**config.mk**
```make
export PLATFORM = sky130hd
export DESIGN_NAME = block_cache_first_fit
export DESIGN_NICKNAME = d
export VERILOG_FILES = /design/src/rtl/core/bcff_pkg.sv /design/src/rtl/core/bcff_slot_store.sv /design/src/rtl/core/block_cache_first_fit.sv
export SDC_FILE = /design/constraint.sdc
export NUM_CORES = 2
export LEC_CHECK = 0
export ABC_AREA = 0
export BUFFER_PORTS_ARGS = -buffer_cell sky130_fd_sc_hd__buf_2
export CAP_MARGIN = 5
export CORE_AREA = 2 2 306 308
export CTS_CLUSTER_DIAMETER = 200
export CTS_CLUSTER_SIZE = 30
export DETAILED_ROUTE_END_ITERATION = 7
export DIE_AREA = 0 0 308 310
export PLACE_DENSITY = 0.82
export SYNTH_ARGS = -nofsm -noshare
export SYNTH_HDL_FRONTEND = slang
export SYNTH_SLANG_ARGS = --single-unit
```
**constraint.sdc**
```tcl
create_clock -name clk -period 9.14 [get_ports clk]
set_input_delay 0 -clock clk [delete_from_list [all_inputs] [get_ports clk]]
set_output_delay 0 -clock clk [all_outputs]
set_load 0.005 [all_outputs]
```
**src/rtl/core/bcff_pkg.sv**
```systemverilog
`default_nettype none

package bcff_pkg;

    localparam int MAX_ENTRIES = 8;
    localparam int SLOT_W      = (MAX_ENTRIES > 1) ? $clog2(MAX_ENTRIES) : 1;
    localparam int COUNT_W     = $clog2(MAX_ENTRIES + 1);

    localparam int HANDLE_W = 48;
    localparam int BYTES_W  = 32;
    localparam int FUNC_W   = 2;

    localparam logic [BYTES_W-1:0] MAX_TOTAL_RESET = 32'd65536;

    typedef enum logic [FUNC_W-1:0] {
        FUNC_ADD    = 2'd0,
        FUNC_EVICT  = 2'd1,
        FUNC_QUERY  = 2'd2,
        FUNC_UNUSED = 2'd3
    } func_t;

    // Write port of the slot store.
    typedef struct packed {
        logic                en;
        logic [SLOT_W-1:0]   idx;
        logic [HANDLE_W-1:0] handle;
        logic [BYTES_W-1:0]  bytes;
    } slot_wr_t;

endpackage

`default_nettype wire

```
**src/rtl/core/bcff_slot_store.sv**
```systemverilog
`default_nettype none

// Handle and size storage for the cache slots. One write port, one read
// port with registered read data.
module bcff_slot_store (
    input  wire logic                          clk,
    input  wire bcff_pkg::slot_wr_t            wr,
    input  wire logic [bcff_pkg::SLOT_W-1:0]   rd_idx,
    output logic      [bcff_pkg::HANDLE_W-1:0] rd_handle,
    output logic      [bcff_pkg::BYTES_W-1:0]  rd_bytes
);

    logic [bcff_pkg::HANDLE_W-1:0] handle_mem [bcff_pkg::MAX_ENTRIES];
    logic [bcff_pkg::BYTES_W-1:0]  bytes_mem  [bcff_pkg::MAX_ENTRIES];

    always_ff @(posedge clk)
    begin
        if (wr.en)
        begin
            handle_mem[wr.idx] <= wr.handle;
            bytes_mem[wr.idx]  <= wr.bytes;
        end
        rd_handle <= handle_mem[rd_idx];
        rd_bytes  <= bytes_mem[rd_idx];
    end

endmodule

`default_nettype wire

```
**src/rtl/core/block_cache_first_fit.sv**
```systemverilog
`default_nettype none

// Channel   Direction  Handshake            Payload
// in        sink       in_valid / in_stall  func, block_handle, block_bytes, request_bytes
// out       source     out_valid / out_stall ok, out_handle, out_bytes
// cfg       sink       cfg_wr_en            cfg_wr_data (max_total_bytes)
//
// An item passes from acceptance to its result through the limit check, the
// serial scan over the single read port of the slot store, one slot at a time,
// and the load of the output register. The input stalls while an item is in
// work; a result may wait in the output register while the next item is taken.
// Reset empties the cache (valid bits, count, byte total) and restores the
// limit to 65536.
module block_cache_first_fit (
    input  wire logic                          clk,
    input  wire logic                          rst_n,

    input  wire logic                          cfg_wr_en,
    input  wire logic [bcff_pkg::BYTES_W-1:0]  cfg_wr_data,

    input  wire logic                          in_valid,
    output logic                               in_stall,
    input  wire logic [bcff_pkg::FUNC_W-1:0]   func,
    input  wire logic [bcff_pkg::HANDLE_W-1:0] block_handle,
    input  wire logic [bcff_pkg::BYTES_W-1:0]  block_bytes,
    input  wire logic [bcff_pkg::BYTES_W-1:0]  request_bytes,

    output logic                               out_valid,
    input  wire logic                          out_stall,
    output logic                               ok,
    output logic      [bcff_pkg::HANDLE_W-1:0] out_handle,
    output logic      [bcff_pkg::BYTES_W-1:0]  out_bytes
);

    typedef enum logic [1:0] {
        S_IDLE,
        S_CHECK,
        S_SCAN,
        S_PUSH
    } state_t;

    localparam logic [bcff_pkg::SLOT_W-1:0] LAST_IDX =
        bcff_pkg::SLOT_W'(bcff_pkg::MAX_ENTRIES - 1);
    localparam logic [bcff_pkg::COUNT_W-1:0] FULL_COUNT =
        bcff_pkg::COUNT_W'(bcff_pkg::MAX_ENTRIES);

    state_t                          state_reg, state_next;
    logic [bcff_pkg::SLOT_W-1:0]     idx_reg, idx_next;
    logic [bcff_pkg::MAX_ENTRIES-1:0] valid_reg, valid_next;
    logic [bcff_pkg::COUNT_W-1:0]    count_reg, count_next;
    logic [bcff_pkg::BYTES_W-1:0]    held_reg, held_next;
    logic [bcff_pkg::BYTES_W-1:0]    max_total_reg;

    bcff_pkg::func_t                 func_reg;
    logic [bcff_pkg::HANDLE_W-1:0]   handle_reg;
    logic [bcff_pkg::BYTES_W-1:0]    bytes_reg;
    logic [bcff_pkg::BYTES_W-1:0]    req_reg;

    logic                            res_ok_reg, res_ok_next;
    logic [bcff_pkg::HANDLE_W-1:0]   res_handle_reg, res_handle_next;
    logic [bcff_pkg::BYTES_W-1:0]    res_bytes_reg, res_bytes_next;

    logic                            out_valid_reg, out_valid_next;
    logic                            ok_reg;
    logic [bcff_pkg::HANDLE_W-1:0]   out_handle_reg;
    logic [bcff_pkg::BYTES_W-1:0]    out_bytes_reg;

    logic [bcff_pkg::HANDLE_W-1:0]   rd_handle;
    logic [bcff_pkg::BYTES_W-1:0]    rd_bytes;
    bcff_pkg::slot_wr_t              slot_wr;

    logic                            in_accept;
    logic                            out_free;
    logic                            slot_hit;
    logic                            over_limit;

    assign in_accept = in_valid && (state_reg == S_IDLE);
    assign out_free  = !out_valid_reg || !out_stall;
    assign in_stall  = (state_reg != S_IDLE);

    // The sum is taken one bit wider so that it cannot wrap.
    assign over_limit = ({1'b0, held_reg} + {1'b0, bytes_reg}) > {1'b0, max_total_reg};

    // Shared test unit of the scan: decides whether the slot under the
    // scan index is the one the operation wants.
    always_comb
    begin
        unique case (func_reg)
            bcff_pkg::FUNC_ADD:   slot_hit = !valid_reg[idx_reg];
            bcff_pkg::FUNC_EVICT: slot_hit = valid_reg[idx_reg];
            bcff_pkg::FUNC_QUERY: slot_hit = valid_reg[idx_reg] && (rd_bytes >= req_reg);
            default:              slot_hit = 1'b0;
        endcase
    end

    always_comb
    begin
        state_next      = state_reg;
        idx_next        = idx_reg;
        valid_next      = valid_reg;
        count_next      = count_reg;
        held_next       = held_reg;
        res_ok_next     = res_ok_reg;
        res_handle_next = res_handle_reg;
        res_bytes_next  = res_bytes_reg;
        out_valid_next  = out_valid_reg && out_stall;
        slot_wr         = '{en: 1'b0, idx: idx_reg, handle: handle_reg, bytes: bytes_reg};

        unique case (state_reg)
            S_IDLE:
            begin
                if (in_accept)
                begin
                    state_next = S_CHECK;
                end
            end
            S_CHECK:
            begin
                // The read of slot zero is issued here so its data is ready
                // in the first scan cycle.
                idx_next        = '0;
                res_ok_next     = 1'b0;
                res_handle_next = '0;
                res_bytes_next  = '0;
                if (func_reg == bcff_pkg::FUNC_UNUSED)
                begin
                    state_next = S_PUSH;
                end
                else if (func_reg == bcff_pkg::FUNC_ADD &&
                         (count_reg >= FULL_COUNT || over_limit))
                begin
                    state_next = S_PUSH;
                end
                else
                begin
                    state_next = S_SCAN;
                end
            end
            S_SCAN:
            begin
                if (slot_hit)
                begin
                    state_next  = S_PUSH;
                    res_ok_next = 1'b1;
                    if (func_reg == bcff_pkg::FUNC_ADD)
                    begin
                        slot_wr.en          = 1'b1;
                        valid_next[idx_reg] = 1'b1;
                        count_next          = count_reg + 1'b1;
                        held_next           = held_reg + bytes_reg;
                    end
                    else
                    begin
                        res_handle_next     = rd_handle;
                        res_bytes_next      = rd_bytes;
                        valid_next[idx_reg] = 1'b0;
                        if (count_reg != '0)
                        begin
                            count_next = count_reg - 1'b1;
                        end
                        held_next = held_reg - rd_bytes;
                    end
                end
                else if (idx_reg == LAST_IDX)
                begin
                    state_next = S_PUSH;
                end
                else
                begin
                    idx_next = idx_reg + 1'b1;
                end
            end
            S_PUSH:
            begin
                if (out_free)
                begin
                    out_valid_next = 1'b1;
                    state_next     = S_IDLE;
                end
            end
            default:
            begin
                state_next = S_IDLE;
            end
        endcase
    end

    always_ff @(posedge clk or negedge rst_n)
    begin
        if (!rst_n)
        begin
            state_reg      <= S_IDLE;
            valid_reg      <= '0;
            count_reg      <= '0;
            held_reg       <= '0;
            max_total_reg  <= bcff_pkg::MAX_TOTAL_RESET;
            out_valid_reg  <= 1'b0;
            ok_reg         <= 1'b0;
            out_handle_reg <= '0;
            out_bytes_reg  <= '0;
        end
        else
        begin
            state_reg     <= state_next;
            valid_reg     <= valid_next;
            count_reg     <= count_next;
            held_reg      <= held_next;
            out_valid_reg <= out_valid_next;
            if (cfg_wr_en)
            begin
                max_total_reg <= cfg_wr_data;
            end
            if (state_reg == S_PUSH && out_free)
            begin
                ok_reg         <= res_ok_reg;
                out_handle_reg <= res_handle_reg;
                out_bytes_reg  <= res_bytes_reg;
            end
        end
    end

    always_ff @(posedge clk)
    begin
        idx_reg        <= idx_next;
        res_ok_reg     <= res_ok_next;
        res_handle_reg <= res_handle_next;
        res_bytes_reg  <= res_bytes_next;
        if (in_accept)
        begin
            func_reg   <= bcff_pkg::func_t'(func);
            handle_reg <= block_handle;
            bytes_reg  <= block_bytes;
            req_reg    <= request_bytes;
        end
    end

    bcff_slot_store u_store (
        .clk       (clk),
        .wr        (slot_wr),
        .rd_idx    (idx_next),
        .rd_handle (rd_handle),
        .rd_bytes  (rd_bytes)
    );

    assign out_valid  = out_valid_reg;
    assign ok         = ok_reg;
    assign out_handle = out_handle_reg;
    assign out_bytes  = out_bytes_reg;

endmodule

`default_nettype wire
```
Word-level counts from Yosys, hierarchy flattened
Memory sizes are Yosys's and may differ from the RTL's. A register that Yosys moved wholly into a read port is not among the register bits.
Index checks and enable logic that the tools add are counted.

storage, ports and cells
  memory bits (writable) = 640
  word-level logic and storage cells = 101
  register bits = 358
  input port bits = 151
  memories = 2

operators by class
  $lt $le $gt $ge = 5
  multiplexer cells = 34
  reduce and logical (&&, ||, !) cells = 22
  bitwise operators = 3
  equality and inequality tests = 12
  add/sub/neg operators = 6

memories
  name                words  bits a word  read ports  clocked after memory_dff  wr ports  line                   RTL
  u_store.handle_mem  8      48           1           1                         1         bcff_slot_store.sv:13  logic [bcff_pkg::HANDLE_W-1:0] handle_mem [bcff_pkg::MAX_ENTRIES];
  u_store.bytes_mem   8      32           1           1                         1         bcff_slot_store.sv:14  logic [bcff_pkg::BYTES_W-1:0] bytes_mem [bcff_pkg::MAX_ENTRIES];

operators by type and width
  kind                                           number
  two-way mux 32 bit                             3
  two-way mux 48 bit                             2
  one-hot mux 48 bit (2 select lines)            1
  one-hot mux 32 bit (2 select lines)            1
  adder 32 x 32 -> 33 bit                        1
  greater-than comparator 33 x 32 -> 1 bit       1
  adder 32 bit                                   1
  >= comparator 32 bit                           1
  subtractor 32 bit                              1
  two-way mux 1 bit                              12
  AND reduction 3 bit                            3
  AND 8 bit                                      1
  equality test 2 bit (second input constant)    4
  two-way mux 2 bit                              4
  two-way mux 4 bit                              2
  two-way mux 8 bit                              1
  inequality test 2 bit (second input constant)  4
  NOT 8 bit                                      1
  OR 8 bit                                       1
  one-hot mux 2 bit (4 select lines)             1
  logical AND 1 bit                              6
  two-way mux 3 bit                              2
  one-hot mux 3 bit (2 select lines)             1
  nonzero test 2 bit                             3
  18 further kinds                               24

Logic depth before layout (Yosys ltp)
  word-level depth = 8
  depth in mapped cells = 24
  gate-level depth less buffers = 24

Cells and area by module
Synthesis repeated with hierarchy kept, for this count alone.

unflattened totals
  cell total of the unflattened synthesis = 2581
  area total of the unflattened synthesis = 43790.7 um^2

by module, submodules not included
  module                 cells each  area an instance (um^2)  instances
  bcff_slot_store        1018        25654.6                  1
  block_cache_first_fit  1563        18136.1                  1

Worst setup path before layout
Ideal clock, no wire load.

  kind = reg2reg
  start = reg (tool-made name)
  end = mem u_store.bytes_mem[0][0] (netlist name), enable pin
  cell stages (with the launch flop) = 7
  period minus slack after synthesis = 7535 ps
  data required time = 8522 ps
  arrival time = 6917 ps
  slack = 1605 ps
  buffers on the path = 0
  path through = dfrtp_1 -> nor3b_1 -> a311o_1 -> a221o_1 -> nor3_1 -> inv_1 -> nor3_1

RTL lines
  item           line
  end, declared  bcff_slot_store.sv:14

Worst setup path after layout
  start = reg u_store.rd_bytes[17] (netlist name), read port of u_store.bytes_mem
  end = reg u_store.rd_bytes[14] (netlist name), read port of u_store.bytes_mem

on the way
  longest elaborated chain between the ends = 5

ends and longest elaborated chain
  item                                line                          RTL
  start, declared                     bcff_slot_store.sv:10         output logic [bcff_pkg::BYTES_W-1:0] rd_bytes
  >= comparator 32 bit                block_cache_first_fit.sv:91   bcff_pkg::FUNC_QUERY: slot_hit = valid_reg[idx_reg] && (rd_bytes >= req_reg);
  logical AND 1 bit                   block_cache_first_fit.sv:91
  one-hot mux 1 bit (3 select lines)  block_cache_first_fit.sv:88   unique case (func_reg)
  two-way mux 3 bit                   block_cache_first_fit.sv:141  if (slot_hit)
  one-hot mux 3 bit (2 select lines)  block_cache_first_fit.sv:109  unique case (state_reg)

No other way between the ends.
A chain may end at the register's enable or synchronous reset.

==> results.yml <==
pwr:
  power_density_nw_per_um2: 294
  vdd_drop_max_uv: 459
  total_power_mw: 16.3
  clockPowerShare: 0.146
  seq_power_share: 0.429
  p_int_mw: 9.75
  leakage_nw: 19.6
  sw_frac_of_total: 0.402
  switchingPower_mw: 6.54
  combPwrFrac: 0.425
worst_setup_path:
  critPathTopFamily: "compound AO/OA/AOI/OAI gates"
  crit_fanout: 86
  end_kind: "flop"
  crit_cells: 14
  crit_required_ns: 9.73
  cp_slowest_stage_delay_ns: 0.98
  r2r_start: "u_store.rd_bytes[17]$_DFF_P_"
  path_class: "flop to flop"
  worstReg2RegEnd: "u_store.rd_bytes[14]$_DFF_P_"
  crit_chain: "ha_1 > a21oi_1 > nor2_1 > a2111oi_2 > a21oi_1 > or4_1 > a31o_4 > or2_4 > buf_4 > o21bai_4 > buf_4 > nand3_1 > a31oi_1 > mux2_2"
  cp-endpoint: "u_store.rd_bytes[14]$_DFF_P_"
  slowest_stage: "o21bai_4"
  path_buf_inv: 2
  worstRegToRegCells: 14
  worstPathArrival_ns: 6.72
  start_kind: "flop"
  rrSetupSlack_ns: 3.02
  startpoint: "u_store.rd_bytes[17]$_DFF_P_"
finish:
  final_nets: 4721
  area_growth_pct: 9.64
  reg_top3: "u_store.handle_mem (384), u_store.bytes_mem (256)"
  largest-register: "u_store.handle_mem"
  largest_reg_flops: 384
  drive_gt1_frac: 0.117
  fill_cells: 7123
timing:
  relSlewSlack: 0.152
  tns_ns: 0
  rsz0062_at_grt: "no"
  fin_ws_ns: 3.02
  period_share: 0.670
  fin_crit_ns: 6.12
  finalMaxSlewViolations: 0
  hold_viol: 0
  fmax_mhz: 163
  tightest_slew_ns: 1.27
  setup_viol: 0
  skew_ns: 0.0308
synthesis:
  yosys_most_used_dff: "edfxtp_1"
  async_reset_ff_frac: 0.148
  yosysUniqueCellTypes: 66
  synthTopCellsByArea: "edfxtp_1 50%, dfrtp_1 7.9%, o21ai_0 4.6%"
  synthesis.nets: 4554
  netlist_area_sq_um: 50500
  synth_seq_cells: 1078
  yosys.area.top_type_share: 0.497
  syn_inst: 4264
  syn_avg_cell_area_sq_um: 11.8
  synth_edf_count: 835
  ys_seq_area_frac: 0.609
  ys_warn_count: 0
  yosysTopAreaCell: "edfxtp_1"
placed_design:
  gp_congestion: 0.858
  post-place-ws_ns: 3.14
  portBuffers: 233
  dp_hpwl_um: 74300
floorplanning:
  row_count: 112
  start_util: 0.546
  die_w_um: 308
  core_sq_um: 92500
  io_pins: 234
  die_area_sq_um: 95500
  die_h_um: 310
global_route:
  overflow: 0
  grt_usage: 0.278
  antenna_found_initial: 2
  grt_pass1_vias: 36800
  grt_pass1_wl_um: 207000
  grt_max_degree: 267
min_path:
  hp-class: "primary input to flop"
  min_delay_path_depth: 2
clock_network:
  h-tree-depth: 2
  clk_path_buf_depth: 3
  cts_tree: "done"
  numCtsBuffers: 41
  cts.sinks: 1078
  post_cts_buffers: 0
  clock_latency_ns: 0.65
  root_buffer: "clkbuf_16"
  clk_pin_slew_ns: 0.12
detailed_routing:
  vias: 36900
  wirelength_um: 135000
  wl_per_cell_um: 23.9
  drc: 0
  ant_nets: 0
  viasPerCell: 6.52
  detail_route.iter0.violations: 4211
  firstDrtPassIters: 5
run_status:
  status: "finished, final reports clean"
flow_run:
  maxCapViolCount: 0
## area by class of cell
cell class,instances,area [sq um],share of cell area
repair buffers,461,3390,0.0613
diodes,1,2.50,0.0000452
clock buffers,75,1210,0.0218
well taps,1197,1500,0.0271
flip-flops and latches,1078,30700,0.556
multi-input cells,2760,18100,0.328
clock inverters,1,8.76,0.000158
inverters,89,334,0.00604
## cell usage in the layout (no fill, tap or decap), types with 24 or more instances in the layout
master / n
mux2_2: 158
a21oi_1: 74
nand2_1: 316
o21ai_0: 460
dfxtp_1: 82
buf_2: 232
ha_1: 135
buf_4: 47
a31oi_1: 166
xor2_1: 42
nand3_1: 176
o211ai_1: 170
and2_1: 82
clkbuf_1: 31
nor3_1: 177
nor2_1: 64
inv_1: 88
clkbuf_16: 43
a221oi_1: 161
xnor2_1: 43
a21o_1: 24
dlygate4sd3_1: 176
edfxtp_1: 835
and3_1: 166
dfrtp_1: 159
nor2b_1: 176
## how the worst min path moves through the flow
stage	slack, ns	startpoint	endpoint
after floorplan	-0.30	rst_n	asynchronous set/reset pin
after global routing	0.05	request_bytes[15]	req_reg[15]$_DFFE_PP_
after detailed placement	-0.06	rst_n	out_handle[37]$_DFFE_PN0P_
after CTS	0.002	cfg_wr_en	max_total_reg[30]$_DFFE_PN0P_
after global placement	-0.07	rst_n	out_handle[37]$_DFFE_PN0P_
final	0.05	block_handle[11]	handle_reg[11]$_DFFE_PP_
## stage by stage
stage	hold WS [ns]	cells	utilization	area (sq um)
floorplan	-0.296	4264	-	50500
global placement	-0.0667	5408	0.566	52300
detailed placement	-0.0647	5408	0.566	52300
CTS	0.00176	5661	0.598	55300
global route	0.0482	5661	0.598	55300
finish	0.0542	5662	0.598	55300
## layer usage
layer / global-route usage / wire length [um]
met2: 0.471 / 65800
met4: 0.113 / 5260
met3: 0.0425 / 12500
met5: 0 / 0
met1: 0.360 / 51500
## Yosys cell counts (all sizes together) (11+ instances only)
library cell	instances
o21ai	461
nor3	179
and2	83
nand2	319
and3	166
a221oi	161
dfrtp	159
edfxtp	835
xor2	42
a21o	24
clkbuf	278
nand3	176
a31oi	167
o21a	11
buf	59
nand2b	14
dfxtp	83
a21oi	75
xnor2	43
ha	136
nand4	19
nor2b	177
nor2	72
inv	88
o211ai	170
mux2	163
o21bai	11
## power groups by stage
| stage | sequential, mW | clock, mW | combinational, mW |
|---|---|---|---|
| floorplan | 6.84 | 0 | 4.87 |
| global placement | 7.05 | 0 | 6.50 |
| detailed placement | 7.08 | 0 | 6.69 |
| CTS | 6.97 | 2.41 | 6.79 |
| global route | 7.06 | 2.55 | 7.55 |
| finish | 6.98 | 2.38 | 6.93 |
## logic make-up (layout without fill, tap and decap cells)
kind of cell	Yosys count	count (layout)	share of synthesized area
AO/OA/AOI/OAI	1130	1130	0.143
XOR/XNOR	85	85	0.0148
adder cells (fa/ha/maj)	139	139	0.0349
buffers and inverters	426	626	0.0354
flip-flops	1078	1078	0.609
multiplexers	165	165	0.0368
other	0	1	0
AND/OR/NAND/NOR	1241	1241	0.126
## repair_timing
action	in CTS	in global routing
hold buffers	177	0
gates resized for setup	0	0
endpoints found under the hold margin	258	0
Note: power is estimated with default switching activity, not from simulation.
